## src/hdl/afbd_pkg.sv

```systemverilog
// Shared constants and types for the frame boxcar decimator.
// No dependencies; afbd_if, afbd_front, afbd_back and the top level refer to this package by scoped names.
`timescale 1ns / 1ps

package afbd_pkg;

	localparam int AXES     = 3;
	localparam int SAMPLE_W = 8;
	localparam int AVG_W    = 8;
	localparam int IDX_W    = 6;

	// Kind of a command in the front-to-back queue
	typedef enum logic [0:0] {
		CMD_GROUP = 1'b0,   // closed group: divide the sums, store the triple
		CMD_EMIT  = 1'b1    // frame done: stream the stored vector out
	} cmd_kind_t;

endpackage

```

## src/hdl/afbd_if.sv

```systemverilog
// Valid/ready channel interfaces for input samples and output triples.
// Depends on afbd_pkg for field widths.
`timescale 1ns / 1ps

interface afbd_sample_if;
	logic                         valid;
	logic                         ready;
	logic [afbd_pkg::SAMPLE_W-1:0] sample_x;
	logic [afbd_pkg::SAMPLE_W-1:0] sample_y;
	logic [afbd_pkg::SAMPLE_W-1:0] sample_z;

	modport source (output valid, sample_x, sample_y, sample_z, input ready);
	modport sink   (input valid, sample_x, sample_y, sample_z, output ready);
endinterface

interface afbd_triple_if;
	logic                       valid;
	logic                       ready;
	logic [afbd_pkg::AVG_W-1:0] avg_x;
	logic [afbd_pkg::AVG_W-1:0] avg_y;
	logic [afbd_pkg::AVG_W-1:0] avg_z;
	logic [afbd_pkg::IDX_W-1:0] triple_index;
	logic                       last_of_vector;

	modport source (output valid, avg_x, avg_y, avg_z, triple_index, last_of_vector,
		input ready);
	modport sink   (input valid, avg_x, avg_y, avg_z, triple_index, last_of_vector,
		output ready);
endinterface

```

## src/hdl/afbd_ram.sv

```systemverilog
// Generic simple dual-port RAM: one write port, one read port, registered read.
// No dependencies.
`timescale 1ns / 1ps

module afbd_ram #(
	parameter int WIDTH = 24,
	parameter int DEPTH = 42,
	parameter int ADDR_W = (DEPTH > 1) ? $clog2(DEPTH) : 1
) (
	input  logic              clk,
	input  logic              we,
	input  logic [ADDR_W-1:0] waddr,
	input  logic [WIDTH-1:0]  wdata,
	input  logic              re,
	input  logic [ADDR_W-1:0] raddr,
	output logic [WIDTH-1:0]  rdata
);

	logic [WIDTH-1:0] mem [DEPTH];

	always_ff @(posedge clk) begin
		if (we) begin
			mem[waddr] <= wdata;
		end
		if (re) begin
			rdata <= mem[raddr];
		end
	end

endmodule

```

## src/hdl/afbd_fifo.sv

```systemverilog
// Small command queue between the front and back sections.
// No package dependencies; DEPTH must be a power of two, at least 2.
`timescale 1ns / 1ps

module afbd_fifo #(
	parameter int WIDTH = 8,
	parameter int DEPTH = 4
) (
	input  logic             clk,
	input  logic             arst_n,
	input  logic             push_valid,
	output logic             push_ready,
	input  logic [WIDTH-1:0] push_data,
	output logic             pop_valid,
	input  logic             pop_ready,
	output logic [WIDTH-1:0] pop_data
);

	localparam int PTR_W = $clog2(DEPTH);

	logic [WIDTH-1:0] mem_q [DEPTH];
	logic [PTR_W:0]   wr_q;
	logic [PTR_W:0]   rd_q;
	logic             full;
	logic             empty;

	assign full  = (wr_q[PTR_W] != rd_q[PTR_W]) && (wr_q[PTR_W-1:0] == rd_q[PTR_W-1:0]);
	assign empty = (wr_q == rd_q);

	assign push_ready = !full;
	assign pop_valid  = !empty;
	assign pop_data   = mem_q[rd_q[PTR_W-1:0]];

	always_ff @(posedge clk or negedge arst_n) begin
		if (!arst_n) begin
			wr_q <= '0;
			rd_q <= '0;
		end else begin
			if (push_valid && push_ready) begin
				wr_q <= wr_q + 1'b1;
			end
			if (pop_valid && pop_ready) begin
				rd_q <= rd_q + 1'b1;
			end
		end
	end

	always_ff @(posedge clk) begin
		if (push_valid && push_ready) begin
			mem_q[wr_q[PTR_W-1:0]] <= push_data;
		end
	end

endmodule

```

## src/hdl/afbd_front.sv

```systemverilog
// Front section: accepts samples, keeps frame/group position and per-axis group sums,
// and queues a command per closed group and per finished frame. Depends on afbd_pkg, afbd_if.
`timescale 1ns / 1ps

module afbd_front #(
	parameter int FRAME_SAMPLES = 682,
	parameter int VEC_TRIPLES   = 42,
	parameter int GROUP_LEN     = 16,
	parameter int SUM_W         = 12,
	parameter int ADDR_W        = 6,
	parameter int CMD_W         = 1 + ADDR_W + 3 * SUM_W
) (
	input  logic             clk,
	input  logic             arst_n,
	afbd_sample_if.sink      samples,
	output logic             push_valid,
	input  logic             push_ready,
	output logic [CMD_W-1:0] push_data
);

	localparam int CNT_W  = $clog2(FRAME_SAMPLES);
	localparam int POS_W  = (GROUP_LEN > 1) ? $clog2(GROUP_LEN) : 1;
	localparam int GCNT_W = $clog2(VEC_TRIPLES + 1);

	logic [CNT_W-1:0]  cnt_q;
	logic [POS_W-1:0]  pos_q;
	logic [GCNT_W-1:0] gcnt_q;
	logic [SUM_W-1:0]  sum_q      [afbd_pkg::AXES];
	logic [SUM_W-1:0]  pend_sum_q [afbd_pkg::AXES];
	logic [ADDR_W-1:0] pend_gidx_q;
	logic              pend_grp_q;
	logic              pend_emit_q;

	logic [afbd_pkg::SAMPLE_W-1:0] smp    [afbd_pkg::AXES];
	logic [SUM_W-1:0]              sum_nx [afbd_pkg::AXES];
	logic                          in_fire;
	logic                          in_group;
	logic                          grp_end;
	logic                          frm_end;
	afbd_pkg::cmd_kind_t           kind;

	assign smp[0] = samples.sample_x;
	assign smp[1] = samples.sample_y;
	assign smp[2] = samples.sample_z;

	// one pending command blocks new samples until it is in the queue
	assign samples.ready = !pend_grp_q && !pend_emit_q;

	always_comb begin
		in_fire  = samples.valid && samples.ready;
		in_group = gcnt_q < GCNT_W'(VEC_TRIPLES);
		grp_end  = pos_q == POS_W'(GROUP_LEN - 1);
		frm_end  = cnt_q == CNT_W'(FRAME_SAMPLES - 1);
		for (int a = 0; a < afbd_pkg::AXES; a++) begin
			sum_nx[a] = sum_q[a] + SUM_W'(smp[a]);
		end
		kind = pend_grp_q ? afbd_pkg::CMD_GROUP : afbd_pkg::CMD_EMIT;
	end

	// group command goes first when a sample closes both group and frame
	assign push_valid = pend_grp_q || pend_emit_q;
	assign push_data  = {kind, pend_gidx_q, pend_sum_q[2], pend_sum_q[1], pend_sum_q[0]};

	always_ff @(posedge clk or negedge arst_n) begin
		if (!arst_n) begin
			cnt_q       <= '0;
			pos_q       <= '0;
			gcnt_q      <= '0;
			sum_q       <= '{default: '0};
			pend_sum_q  <= '{default: '0};
			pend_gidx_q <= '0;
			pend_grp_q  <= 1'b0;
			pend_emit_q <= 1'b0;
		end else begin
			if (push_valid && push_ready) begin
				if (pend_grp_q) begin
					pend_grp_q <= 1'b0;
				end else begin
					pend_emit_q <= 1'b0;
				end
			end
			if (in_fire) begin
				if (in_group && grp_end) begin
					pend_grp_q  <= 1'b1;
					pend_gidx_q <= gcnt_q[ADDR_W-1:0];
					pend_sum_q  <= sum_nx;
				end
				if (frm_end) begin
					cnt_q       <= '0;
					pos_q       <= '0;
					gcnt_q      <= '0;
					sum_q       <= '{default: '0};
					pend_emit_q <= 1'b1;
				end else begin
					cnt_q <= cnt_q + 1'b1;
					// tail samples past the last group only advance the frame count
					if (in_group) begin
						if (grp_end) begin
							sum_q  <= '{default: '0};
							pos_q  <= '0;
							gcnt_q <= gcnt_q + 1'b1;
						end else begin
							sum_q <= sum_nx;
							pos_q <= pos_q + 1'b1;
						end
					end
				end
			end
		end
	end

`ifndef SYNTHESIS
	a_gcnt_range: assert property (@(posedge clk) disable iff (!arst_n)
		gcnt_q <= GCNT_W'(VEC_TRIPLES))
		else $error("group counter past vector length");

	a_emit_restart: assert property (@(posedge clk) disable iff (!arst_n)
		$rose(pend_emit_q) |-> (cnt_q == '0) && (gcnt_q == '0) && (pos_q == '0))
		else $error("frame close did not restart counters");

	a_group_clear: assert property (@(posedge clk) disable iff (!arst_n)
		$rose(pend_grp_q) |-> (sum_q[0] == '0) && (sum_q[1] == '0) && (sum_q[2] == '0))
		else $error("group sums not cleared at group close");
`endif

endmodule

```

## src/hdl/afbd_back.sv

```systemverilog
// Back section: divides queued group sums by the group length (reciprocal multiply),
// stores triples in the RAM and streams the vector out. Depends on afbd_pkg, afbd_if.
`timescale 1ns / 1ps

module afbd_back #(
	parameter int VEC_TRIPLES = 42,
	parameter int GROUP_LEN   = 16,
	parameter int SUM_W       = 12,
	parameter int ADDR_W      = 6,
	parameter int CMD_W       = 1 + ADDR_W + 3 * SUM_W
) (
	input  logic                            clk,
	input  logic                            arst_n,
	input  logic                            pop_valid,
	output logic                            pop_ready,
	input  logic [CMD_W-1:0]                pop_data,
	output logic                            ram_we,
	output logic [ADDR_W-1:0]               ram_waddr,
	output logic [3*afbd_pkg::AVG_W-1:0]    ram_wdata,
	output logic                            ram_re,
	output logic [ADDR_W-1:0]               ram_raddr,
	input  logic [3*afbd_pkg::AVG_W-1:0]    ram_rdata,
	afbd_triple_if.source                   triples
);

	localparam int AVG_W   = afbd_pkg::AVG_W;
	localparam int IDX_W   = afbd_pkg::IDX_W;
	localparam int KW      = (ADDR_W > IDX_W) ? ADDR_W : IDX_W;
	// sum / GROUP_LEN == (sum * RECIP) >> SHIFT, exact for every sum below 2**SUM_W
	localparam int LOG_G   = (GROUP_LEN > 1) ? $clog2(GROUP_LEN) : 0;
	localparam int SHIFT   = SUM_W + LOG_G;
	localparam int RECIP_W = SUM_W + 1;
	localparam int PROD_W  = SUM_W + RECIP_W;
	localparam logic [RECIP_W-1:0] RECIP =
		RECIP_W'(((64'd1 << SHIFT) + 64'(GROUP_LEN) - 64'd1) / 64'(GROUP_LEN));

	typedef enum logic [1:0] {
		ST_IDLE,
		ST_DIV,
		ST_RD,
		ST_LOAD
	} state_t;

	state_t              state_q;
	logic [SUM_W-1:0]    grp_sum_q [afbd_pkg::AXES];
	logic [ADDR_W-1:0]   gidx_q;
	logic [KW-1:0]       k_q;
	logic                out_v_q;
	logic [AVG_W-1:0]    out_x_q;
	logic [AVG_W-1:0]    out_y_q;
	logic [AVG_W-1:0]    out_z_q;
	logic [IDX_W-1:0]    out_idx_q;
	logic                out_last_q;

	logic [PROD_W-1:0]   prod    [afbd_pkg::AXES];
	logic [AVG_W-1:0]    mean    [afbd_pkg::AXES];
	logic [SUM_W-1:0]    cmd_sum [afbd_pkg::AXES];
	afbd_pkg::cmd_kind_t cmd_kind;
	logic [ADDR_W-1:0]   cmd_gidx;
	logic                pop_fire;
	logic                load;
	logic                last;

	always_comb begin
		cmd_kind   = afbd_pkg::cmd_kind_t'(pop_data[CMD_W-1]);
		cmd_gidx   = pop_data[CMD_W-2 -: ADDR_W];
		cmd_sum[0] = pop_data[SUM_W-1:0];
		cmd_sum[1] = pop_data[2*SUM_W-1 -: SUM_W];
		cmd_sum[2] = pop_data[3*SUM_W-1 -: SUM_W];
		for (int a = 0; a < afbd_pkg::AXES; a++) begin
			prod[a] = PROD_W'(grp_sum_q[a]) * PROD_W'(RECIP);
			mean[a] = prod[a][SHIFT +: AVG_W];
		end
		pop_ready = (state_q == ST_IDLE);
		pop_fire  = pop_valid && pop_ready;
		load      = (state_q == ST_LOAD) && (!out_v_q || triples.ready);
		last      = (k_q == KW'(VEC_TRIPLES - 1));
	end

	// the means are written in the cycle after the pop
	assign ram_we    = (state_q == ST_DIV);
	assign ram_waddr = gidx_q;
	assign ram_wdata = {mean[2], mean[1], mean[0]};
	assign ram_re    = (state_q == ST_RD);
	assign ram_raddr = k_q[ADDR_W-1:0];

	assign triples.valid          = out_v_q;
	assign triples.avg_x          = out_x_q;
	assign triples.avg_y          = out_y_q;
	assign triples.avg_z          = out_z_q;
	assign triples.triple_index   = out_idx_q;
	assign triples.last_of_vector = out_last_q;

	always_ff @(posedge clk or negedge arst_n) begin
		if (!arst_n) begin
			state_q    <= ST_IDLE;
			grp_sum_q  <= '{default: '0};
			gidx_q     <= '0;
			k_q        <= '0;
			out_v_q    <= 1'b0;
			out_x_q    <= '0;
			out_y_q    <= '0;
			out_z_q    <= '0;
			out_idx_q  <= '0;
			out_last_q <= 1'b0;
		end else begin
			if (load) begin
				out_v_q    <= 1'b1;
				out_x_q    <= ram_rdata[AVG_W-1:0];
				out_y_q    <= ram_rdata[2*AVG_W-1 -: AVG_W];
				out_z_q    <= ram_rdata[3*AVG_W-1 -: AVG_W];
				out_idx_q  <= k_q[IDX_W-1:0];
				out_last_q <= last;
			end else if (triples.valid && triples.ready) begin
				out_v_q <= 1'b0;
			end
			unique case (state_q)
				ST_IDLE: begin
					if (pop_fire) begin
						unique case (cmd_kind)
							afbd_pkg::CMD_GROUP: begin
								grp_sum_q <= cmd_sum;
								gidx_q    <= cmd_gidx;
								state_q   <= ST_DIV;
							end
							afbd_pkg::CMD_EMIT: begin
								k_q     <= '0;
								state_q <= ST_RD;
							end
						endcase
					end
				end
				ST_DIV: begin
					state_q <= ST_IDLE;
				end
				ST_RD: begin
					state_q <= ST_LOAD;
				end
				ST_LOAD: begin
					if (load) begin
						if (last) begin
							state_q <= ST_IDLE;
						end else begin
							k_q     <= k_q + 1'b1;
							state_q <= ST_RD;
						end
					end
				end
				default: state_q <= ST_IDLE;
			endcase
		end
	end

`ifndef SYNTHESIS
	a_ram_port_excl: assert property (@(posedge clk) disable iff (!arst_n)
		!(ram_we && ram_re))
		else $error("RAM written and read in the same cycle");

	a_div_single: assert property (@(posedge clk) disable iff (!arst_n)
		(state_q == ST_DIV) |=> (state_q == ST_IDLE))
		else $error("divide state held longer than one cycle");

	a_vector_end: assert property (@(posedge clk) disable iff (!arst_n)
		load && last |=> (state_q == ST_IDLE) && out_v_q && out_last_q)
		else $error("vector drain did not finish on the last triple");
`endif

endmodule

```

## src/hdl/accel_frame_boxcar_decimator.sv

```systemverilog
// Top level of the frame boxcar decimator: front section, command queue, back section, RAM.
// Depends on afbd_pkg, afbd_if, afbd_front, afbd_fifo, afbd_back, afbd_ram.
`timescale 1ns / 1ps

// Three-axis byte samples come in one per transfer on "samples". A frame is
// (FRAME_BYTES-3)/3+1 samples (682 by default) split into VECTOR_BYTES/3 groups
// (42) of frame/groups samples each (16); the samples past the last full group
// are counted but ignored. Each group's per-axis sum is divided by the group
// length (truncated) and the triple is stored in a small RAM; on the frame's
// last sample the whole vector goes out on "triples", one triple per transfer,
// index 0 first, with last_of_vector on the final one. The front section takes
// one sample per cycle, except that each command a sample queues holds off the
// next sample until the command is in the 4-entry queue, which can take longer
// while the queue is full; a sample that closes both a group and the frame
// queues the group command first. The back section handles a group as a queue
// pop, then a reciprocal multiply for all three axes that writes the triple;
// after a pop of the frame command it handles each output triple as a RAM read,
// then an output register load that waits while the output stalls. The queue
// lets sampling of the next frame continue during the drain; beyond waiting on
// queued commands, samples stall only when the queue fills. There is no
// clearing pass after reset: every RAM entry is written before it is read.
module accel_frame_boxcar_decimator #(
	parameter int FRAME_BYTES  = 2048,
	parameter int VECTOR_BYTES = 128
) (
	input  logic          clk,
	input  logic          arst_n,
	afbd_sample_if.sink   samples,
	afbd_triple_if.source triples
);

	localparam int FRAME_SAMPLES = (FRAME_BYTES - 3) / 3 + 1;
	localparam int VEC_TRIPLES   = VECTOR_BYTES / 3;
	localparam int GROUP_LEN     = FRAME_SAMPLES / VEC_TRIPLES;
	// a group sum stays below GROUP_LEN*256, so the mean always fits a byte
	localparam int SUM_W         = $clog2(GROUP_LEN * 256);
	localparam int ADDR_W        = (VEC_TRIPLES > 1) ? $clog2(VEC_TRIPLES) : 1;
	localparam int CMD_W         = 1 + ADDR_W + 3 * SUM_W;
	localparam int QUEUE_DEPTH   = 4;
	localparam int TRIPLE_W      = 3 * afbd_pkg::AVG_W;

	// front -> queue
	logic             push_valid;
	logic             push_ready;
	logic [CMD_W-1:0] push_data;
	// queue -> back
	logic             pop_valid;
	logic             pop_ready;
	logic [CMD_W-1:0] pop_data;
	// back <-> triple store
	logic                ram_we;
	logic [ADDR_W-1:0]   ram_waddr;
	logic [TRIPLE_W-1:0] ram_wdata;
	logic                ram_re;
	logic [ADDR_W-1:0]   ram_raddr;
	logic [TRIPLE_W-1:0] ram_rdata;

	// sample counting and group accumulation
	afbd_front #(
		.FRAME_SAMPLES (FRAME_SAMPLES),
		.VEC_TRIPLES   (VEC_TRIPLES),
		.GROUP_LEN     (GROUP_LEN),
		.SUM_W         (SUM_W),
		.ADDR_W        (ADDR_W),
		.CMD_W         (CMD_W)
	) u_front (
		.clk        (clk),
		.arst_n     (arst_n),
		.samples    (samples),
		.push_valid (push_valid),
		.push_ready (push_ready),
		.push_data  (push_data)
	);

	// decouples sampling from divide and vector drain
	afbd_fifo #(
		.WIDTH (CMD_W),
		.DEPTH (QUEUE_DEPTH)
	) u_queue (
		.clk        (clk),
		.arst_n     (arst_n),
		.push_valid (push_valid),
		.push_ready (push_ready),
		.push_data  (push_data),
		.pop_valid  (pop_valid),
		.pop_ready  (pop_ready),
		.pop_data   (pop_data)
	);

	// divide, store, emit
	afbd_back #(
		.VEC_TRIPLES (VEC_TRIPLES),
		.GROUP_LEN   (GROUP_LEN),
		.SUM_W       (SUM_W),
		.ADDR_W      (ADDR_W),
		.CMD_W       (CMD_W)
	) u_back (
		.clk       (clk),
		.arst_n    (arst_n),
		.pop_valid (pop_valid),
		.pop_ready (pop_ready),
		.pop_data  (pop_data),
		.ram_we    (ram_we),
		.ram_waddr (ram_waddr),
		.ram_wdata (ram_wdata),
		.ram_re    (ram_re),
		.ram_raddr (ram_raddr),
		.ram_rdata (ram_rdata),
		.triples   (triples)
	);

	// group means, packed {z, y, x}
	afbd_ram #(
		.WIDTH  (TRIPLE_W),
		.DEPTH  (VEC_TRIPLES),
		.ADDR_W (ADDR_W)
	) u_store (
		.clk   (clk),
		.we    (ram_we),
		.waddr (ram_waddr),
		.wdata (ram_wdata),
		.re    (ram_re),
		.raddr (ram_raddr),
		.rdata (ram_rdata)
	);

endmodule

```

## src/flat_wrapper.sv

```systemverilog
// flat-port wrapper written by rule: the top's interface ports become plain ports
module accel_frame_boxcar_decimator_flat 
#(
	parameter int FRAME_BYTES  = 2048,
	parameter int VECTOR_BYTES = 128
)
  (clk, arst_n, samples_valid, samples_sample_x, samples_sample_y, samples_sample_z, samples_ready, triples_valid, triples_avg_x, triples_avg_y, triples_avg_z, triples_triple_index, triples_last_of_vector, triples_ready);
  afbd_sample_if samples_i ();
  afbd_triple_if triples_i ();
  input  logic clk;
  input  logic arst_n;
  input wire logic [$bits(samples_i.valid)-1:0] samples_valid;
  input wire logic [$bits(samples_i.sample_x)-1:0] samples_sample_x;
  input wire logic [$bits(samples_i.sample_y)-1:0] samples_sample_y;
  input wire logic [$bits(samples_i.sample_z)-1:0] samples_sample_z;
  output wire logic [$bits(samples_i.ready)-1:0] samples_ready;
  output wire logic [$bits(triples_i.valid)-1:0] triples_valid;
  output wire logic [$bits(triples_i.avg_x)-1:0] triples_avg_x;
  output wire logic [$bits(triples_i.avg_y)-1:0] triples_avg_y;
  output wire logic [$bits(triples_i.avg_z)-1:0] triples_avg_z;
  output wire logic [$bits(triples_i.triple_index)-1:0] triples_triple_index;
  output wire logic [$bits(triples_i.last_of_vector)-1:0] triples_last_of_vector;
  input wire logic [$bits(triples_i.ready)-1:0] triples_ready;
  assign samples_i.valid = samples_valid;
  assign samples_i.sample_x = samples_sample_x;
  assign samples_i.sample_y = samples_sample_y;
  assign samples_i.sample_z = samples_sample_z;
  assign samples_ready = samples_i.ready;
  assign triples_valid = triples_i.valid;
  assign triples_avg_x = triples_i.avg_x;
  assign triples_avg_y = triples_i.avg_y;
  assign triples_avg_z = triples_i.avg_z;
  assign triples_triple_index = triples_i.triple_index;
  assign triples_last_of_vector = triples_i.last_of_vector;
  assign triples_i.ready = triples_ready;
  accel_frame_boxcar_decimator #(.FRAME_BYTES(FRAME_BYTES), .VECTOR_BYTES(VECTOR_BYTES)) u_core (.clk(clk), .arst_n(arst_n), .samples(samples_i), .triples(triples_i));
endmodule
```

## config.mk

```make
export PLATFORM = sky130hd
export DESIGN_NAME = accel_frame_boxcar_decimator_flat
export DESIGN_NICKNAME = d
export VERILOG_FILES = /design/src/hdl/afbd_pkg.sv /design/src/hdl/afbd_if.sv /design/src/hdl/afbd_ram.sv /design/src/hdl/afbd_fifo.sv /design/src/hdl/afbd_front.sv /design/src/hdl/afbd_back.sv /design/src/hdl/accel_frame_boxcar_decimator.sv /design/src/flat_wrapper.sv
export SDC_FILE = /design/constraint.sdc
export NUM_CORES = 2
export LEC_CHECK = 0
export ABC_AREA = 1
export BUFFER_PORTS_ARGS = -buffer_cell sky130_fd_sc_hd__buf_2
export CAP_MARGIN = 0
export CORE_MARGIN = 10
export CORE_UTILIZATION = 47
export CTS_BUF_LIST = sky130_fd_sc_hd__clkbuf_8 sky130_fd_sc_hd__clkbuf_16
export DETAILED_ROUTE_END_ITERATION = 8
export GPL_TIMING_DRIVEN = 0
export PLACE_DENSITY_LB_ADDON = 0.1
export SYNTH_ARGS = -nofsm -noshare
export SYNTH_HDL_FRONTEND = slang
export SYNTH_SLANG_ARGS = --single-unit
```

## constraint.sdc

```tcl
create_clock -name clk -period 3 [get_ports clk]
set_input_delay 0.45 -clock clk [delete_from_list [all_inputs] [get_ports clk]]
set_output_delay 0.45 -clock clk [all_outputs]
set_load 0.01 [all_outputs]
```

## After elaboration in Yosys (flattened, before gate mapping)

Memory sizes are Yosys's and may differ from the RTL's. A register that Yosys moved wholly into a read port is not among the register bits.
Index checks and enable logic that the tools add are counted.

- Output and inout port bits: 33
- RAM bits: 1180
- Bits of input ports: 28
- Memories: 2
- Logic and storage cells: 112
- Register bits after elaboration: 188

Memory list:

| memory | words | bits a word | read ports | clocked after memory_dff | write ports | RTL line | source |
|---|---|---|---|---|---|---|---|
| u_core.u_store.mem | 42 | 24 | 1 | 1 | 1 | afbd_ram.sv:19 | `logic [WIDTH-1:0] mem [DEPTH];` |
| u_core.u_queue.mem_q | 4 | 43 | 1 | 0 | 1 | afbd_fifo.sv:21 | `logic [WIDTH-1:0] mem_q [DEPTH];` |

- $lt $le $gt $ge: 1
- Reductions and logical operators: 26
- Bitwise logic cells: 1
- Add/sub/neg operators: 9
- Multiplexer cells: 34
- Eq/ne operators: 13

Operators with widths:

| operator | number |
|---|---|
| $mux W36 | 3 |
| $mux W6 | 7 |
| $add A12 B8 Y12 | 3 |
| $mux W1 | 14 |
| $add A6 B1 Y6 const B | 2 |
| $mux W4 | 3 |
| $pmux W6 S2 | 1 |
| $add A10 B1 Y10 const B | 1 |
| $eq A10 B10 Y1 const B | 1 |
| $mux W10 | 1 |
| $logic_and A1 B1 Y1 | 8 |
| $ne A2 B2 Y1 const B | 4 |
| $pmux W2 S4 | 1 |
| $reduce_bool A2 Y1 | 4 |
| $add A3 B1 Y3 const B | 2 |
| $eq A6 B6 Y1 const B | 1 |
| $lt A6 B6 Y1 const B | 1 |
| $mux W2 | 3 |
| $reduce_and A2 Y1 | 3 |
| $reduce_and A3 Y1 | 2 |
| $logic_not A1 Y1 | 5 |
| $reduce_and A5 Y1 | 1 |
| $add A4 B1 Y4 const B | 1 |
| $eq A2 B2 Y1 const B | 2 |
| other kinds (9) | 10 |

## Depth between registers and ports, before layout

- Depth in word-level cells: 7
- Gate-level depth with buffers: 13
- Mapped depth without buffers: 12

## Cells and area by module

Synthesis repeated with hierarchy kept, for this count alone.

- Cells, all modules: 4990
- Area, all modules: 57311.2 µm²

Modules (own cells, without submodules):

| module | area an instance (µm²) | sequential area each (µm²) | cells an instance | times used |
|---|---|---|---|---|
| afbd_ram | 41665.0 | 30989.7 | 3397 | 1 |
| afbd_fifo | 6835.3 | 5315.1 | 477 | 1 |
| afbd_front | 5920.7 | 2502.4 | 793 | 1 |
| afbd_back | 2890.3 | 1751.7 | 323 | 1 |

## Least setup slack after synthesis

No wires, ideal clock.

- Path type: reg-to-reg
- Start: register u_core.u_queue.rd_q[0]
- End: memory u_core.u_queue.mem_q[3][10] (netlist bit) (enable)
- Arrival: 2.303 ns
- Required time: 2.578 ns
- Clock period less this slack: 2.724 ns
- Stages on the path, launching flop included: 6
- Buffers on the path: 1
- Setup time: 0.422 ns
- Setup slack: 0.276 ns
- Cells stage by stage: dfrtp_1 -> buf_6 -> xnor2_1 -> nand3_1 -> o21ai_1 -> nor2_1

- Longest elaborated chain between the ends: 6

RTL lines:

| element | RTL line | source |
|---|---|---|
| start, declared | afbd_fifo.sv:23 | `logic [PTR_W:0] rd_q;` |
| start signal, assigned | afbd_fifo.sv:43 | `rd_q <= rd_q + 1'b1;` |
| $eq A2 B2 Y1 | afbd_fifo.sv:27 | `assign full = (wr_q[PTR_W] != rd_q[PTR_W]) && (wr_q[PTR_W-1:0] == rd_q[PTR_W-1:0]);` |
| $logic_and A1 B1 Y1 | afbd_fifo.sv:27 |  |
| $logic_not A1 Y1 | afbd_fifo.sv:30 | `assign push_ready = !full;` |
| $logic_and A1 B1 Y1 | afbd_fifo.sv:49 | `if (push_valid && push_ready) begin` |
| $mux W1 | afbd_fifo.sv:49 |  |
| $mux W1 (implied by the code) | afbd_fifo.sv:50 | `mem_q[wr_q[PTR_W-1:0]] <= push_data;` |
| end, declared | afbd_fifo.sv:21 |  |

No other way between the ends.

==> impl_metrics.yaml <==
outcome:
  status: "finished with violations"
  violations: "setup timing"
cts:
  cts-buffers-inserted: 142
  cts_max_level: 4
  numClockSinks: 1320
  cts_root_buf: "clkbuf_16"
  cts_tree: "done"
  worstSkewPairLatency_ns: 0.77
  clockBufferDepth: 3
  clk_pin_slew_ns: 0.06
pwr:
  ir_worst_vdd_uv: 659
  powerDensity_nw_per_um2: 842
  leakagePower_nw: 25.3
  design_power_total_mw: 53.8
synthesis:
  yosys-top-cells-area: "edfxtp_1 63%, nand2_1 10%, dfrtp_1 7.4%, nand3_1 4.0%, nor2_1 3.3%"
  ys_seq_area_frac: 0.700
  ys_types: 35
  synth_warnings: 0
  synth_top_area_share: 0.626
  synth.cell_area_um2: 55500
  synthCells: 5157
  syn-num-nets: 5223
  synth.avg_cell_area_um2: 10.8
  yosysTopAreaCell: "edfxtp_1"
  ys_seq_elements: 1320
critical_path:
  cp.arrival_ns: 3.71
  timing.critical_path.cells: "buf_4, buf_4, buf_2, nand2_1, nand3_1, nand3_2, nand2_1, nand3_1, nand2_1"
  start_kind: "flip-flop"
  ff2ff_path_depth: 9
  reg2reg_to: "u_core.u_store.rdata[5]"
  endpoint_kind: "flip-flop"
  reg2reg_slack_ns: -0.1
  r2r_start: "u_core.u_back.ram_raddr[1]"
  cp_max_fo: 10
  worstPathRequired_ns: 3.61
  worst_path_most_repeated_cell: "nand2_1"
  slowest_delay_ns: 0.53
  slowest_stage: "dfrtp_1"
  setup.worst_path.class: "flip-flop to flip-flop"
grt:
  grt_util_all_layers: 0.262
  grt_pass1_wl_um: 252000
  grt_overflow: 0
  grt_pass1_vias: 37000
  antenna_found_initial: 7
  grt_start_max_net_pins: 95
die:
  initial_core_util: 0.475
  die_area_um2: 132000
  top_level_ports: 61
  die_w_um: 364
  coreArea_um2: 117000
  row_count: 125
  die_y_um: 364
sta:
  worstMarginPinSlew_ns: 1.05
  worst_slack_ns: -0.0971
  finalCritPeriodShare: 1.03
  min_period_ns: 3.10
  max_freq_mhz: 323
  relSlewSlack: 0.294
  finalSetupViolations: 9
  final.setup_skew_ns: 0.0310
  finalMaxSlewViolations: 0
  hold_viol_final: 0
  rsz0062_at_grt: "no"
cells_and_area:
  multi_input_area_um2: 14200
  postLayoutCoreUtil: 0.548
  fill_cells: 10100
  seq_area_um2: 38800
  finalInstanceArea_um2: 63900
  area_delta_synth_final_pct: 15.2
  nNetsFinal: 5496
  layout.cells.non_filler: 7071
  drive_gt1_frac: 0.104
min_path:
  hold_depth: 4
  hp-class: "input pin to flip-flop"
  hp-start: "samples_valid"
  holdPathEnd: "u_core.u_front.cnt_q[0]"
placement:
  io_buffers: 60
  dp.cells: 6790
  gp_congestion: 1.00
  dp_hpwl_um: 119000
  dpl_cell_area_um2: 59000
drt:
  vias_per_cell: 5.42
  wirelength_um: 175000
  ant_nets: 0
  drcViolationCount: 0
  routedWlPerCell_um: 24.7
  firstDrtPassIters: 6
  via_count: 38300
  drt_iter0_markers: 4021
flow_run:
  drv_cap: 0
layout make-up:
class                   instances  share of cell area
flip-flops and latches       1320               0.608
multi-input cells            3150               0.222
repair buffers                121              0.0223
well taps                    1524              0.0298
inverters                     434              0.0255
clock inverters               107              0.0125
diodes                          1           0.0000392
plain buffers                 261              0.0202
clock buffers                 153              0.0592
kinds of logic (layout without fill, tap and decap cells):
| family | count (synthesis) | after routing | share of synthesized area |
|---|---|---|---|
| adders and majority gates | 38 | 38 | 0.00898 |
| AOI/OAI and AO/OA | 548 | 548 | 0.0516 |
| other | 0 | 1 | 0 |
| xor gates and xnor gates | 28 | 28 | 0.00442 |
| buffers and inverters | 696 | 1076 | 0.0518 |
| and+or+nand+nor | 2527 | 2536 | 0.183 |
| DFF | 1320 | 1320 | 0.700 |
report_power, final:
group / internal [mW] / switching, mW
clock: 9.81 / 7.40
sequential: 21.0 / 0.776
combinational: 3.76 / 11.0
total: 34.6 / 19.2
flip-flops by register name (all words and copies together) (netlist names), 10 cells and up:
name	count
u_core.u_front.sum_q	36
u_core.u_back.grp_sum_q	24
u_core.u_store.rdata	24
u_core.u_queue.mem_q	124
u_core.u_front.cnt_q	10
u_core.u_store.mem	1008
u_core.u_front.push_data	24
cells in the mapped netlist, drive strengths merged:
cell type  count
nand2       1544
edfxtp      1156
nor2         495
nand3        439
inv          433
o21ai        339
buf          168
dfrtp        164
a21oi        120
clkbuf        94
o22ai         82
ha            35
nor3          25
xor2          19
nand4         16
xnor2          9
or2            6
a21o           3
fa             3
o21a           2
o21bai         2
and3           1
clkinv         1
nand3b         1
how the worst max path moves through the flow:
stage / from / to / cells past startpoint
after floorplan: u_core.u_queue.rd_q[0] / u_core.u_queue.mem_q[3][10] / 5
after global placement: u_core.u_back.state_q[0] / u_core.u_store.mem[30][11] / 4
after detailed placement: u_core.u_back.state_q[0] / u_core.u_store.mem[26][10] / 4
after CTS: u_core.u_back.ram_raddr[0] / u_core.u_store.rdata[4] / 13
after global routing: u_core.u_back.ram_raddr[0] / u_core.u_store.rdata[19] / 13
final: u_core.u_back.ram_raddr[1] / u_core.u_store.rdata[5] / 9
worst max-delay path: cells and delay by family (launching register included):
| kind | cells | cell delay [ns] |
|---|---|---|
| buffers and inverters | 3 | 1.14 |
| flip-flops | 1 | 0.53 |
| AND/OR/NAND/NOR | 6 | 1.21 |
placed cells by master (no fill, tap or decap), types with 5 or more instances in the layout:
master	Yosys	final
xnor2_1	9	9
buf_12	0	26
or2_2	6	6
dfrtp_1	164	139
nor2_1	490	443
nand3_2	0	13
nand3_1	439	425
dlygate4sd3_1	0	5
xor2_1	19	19
a21oi_1	120	120
clkbuf_1	91	84
clkbuf_2	3	11
inv_2	7	7
nor3_1	24	24
inv_1	426	458
edfxtp_1	1156	1156
bufinv_16	0	8
buf_4	18	33
nor2_2	3	21
buf_1	42	35
nor2_4	2	40
clkinv_1	1	29
clkbuf_16	0	149
nand2_1	1540	1540
clkinvlp_4	0	8
dfrtp_2	0	25
buf_16	0	12
buf_6	9	11
buf_8	0	11
o21ai_1	16	16
ha_1	35	35
o21ai_0	323	323
buf_2	99	152
nand4_1	15	15
clkinv_2	0	21
o22ai_1	82	82
per-stage QoR:
step	setup slack, ns	TNS (ns)	hold WS [ns]
2_1_floorplan	0.276	0	0.154
3_3_place_gp	-1.61	-1307.64	0.436
3_5_place_dp	-0.690	-168.33	0.440
4_1_cts	-0.0648	-0.174	0.0539
5_1_grt	0.000469	0	0.0977
6_report	-0.0971	-0.317	0.0629
what timing repair did:
item	CTS	global route
hold endpoints to repair	74	0
pin swaps	11	4
buffers inserted	7	0
cloned	7	2
hold buffers	5	0
gates resized for setup	29	22
endpoints found under the setup margin	410	113
routing by layer:
metal  part of all wire  GRT usage  wire (um)  vias to the layer above
met5           0.000069          0         12                        -
met4              0.047      0.116       8220                        2
met3              0.076     0.0489      13200                      289
met2               0.47      0.426      82700                     1412
met1               0.40      0.343      70900                    18700
li1                   -          -          -                    17900
No activity file was read; power rests on OpenSTA's default activity.
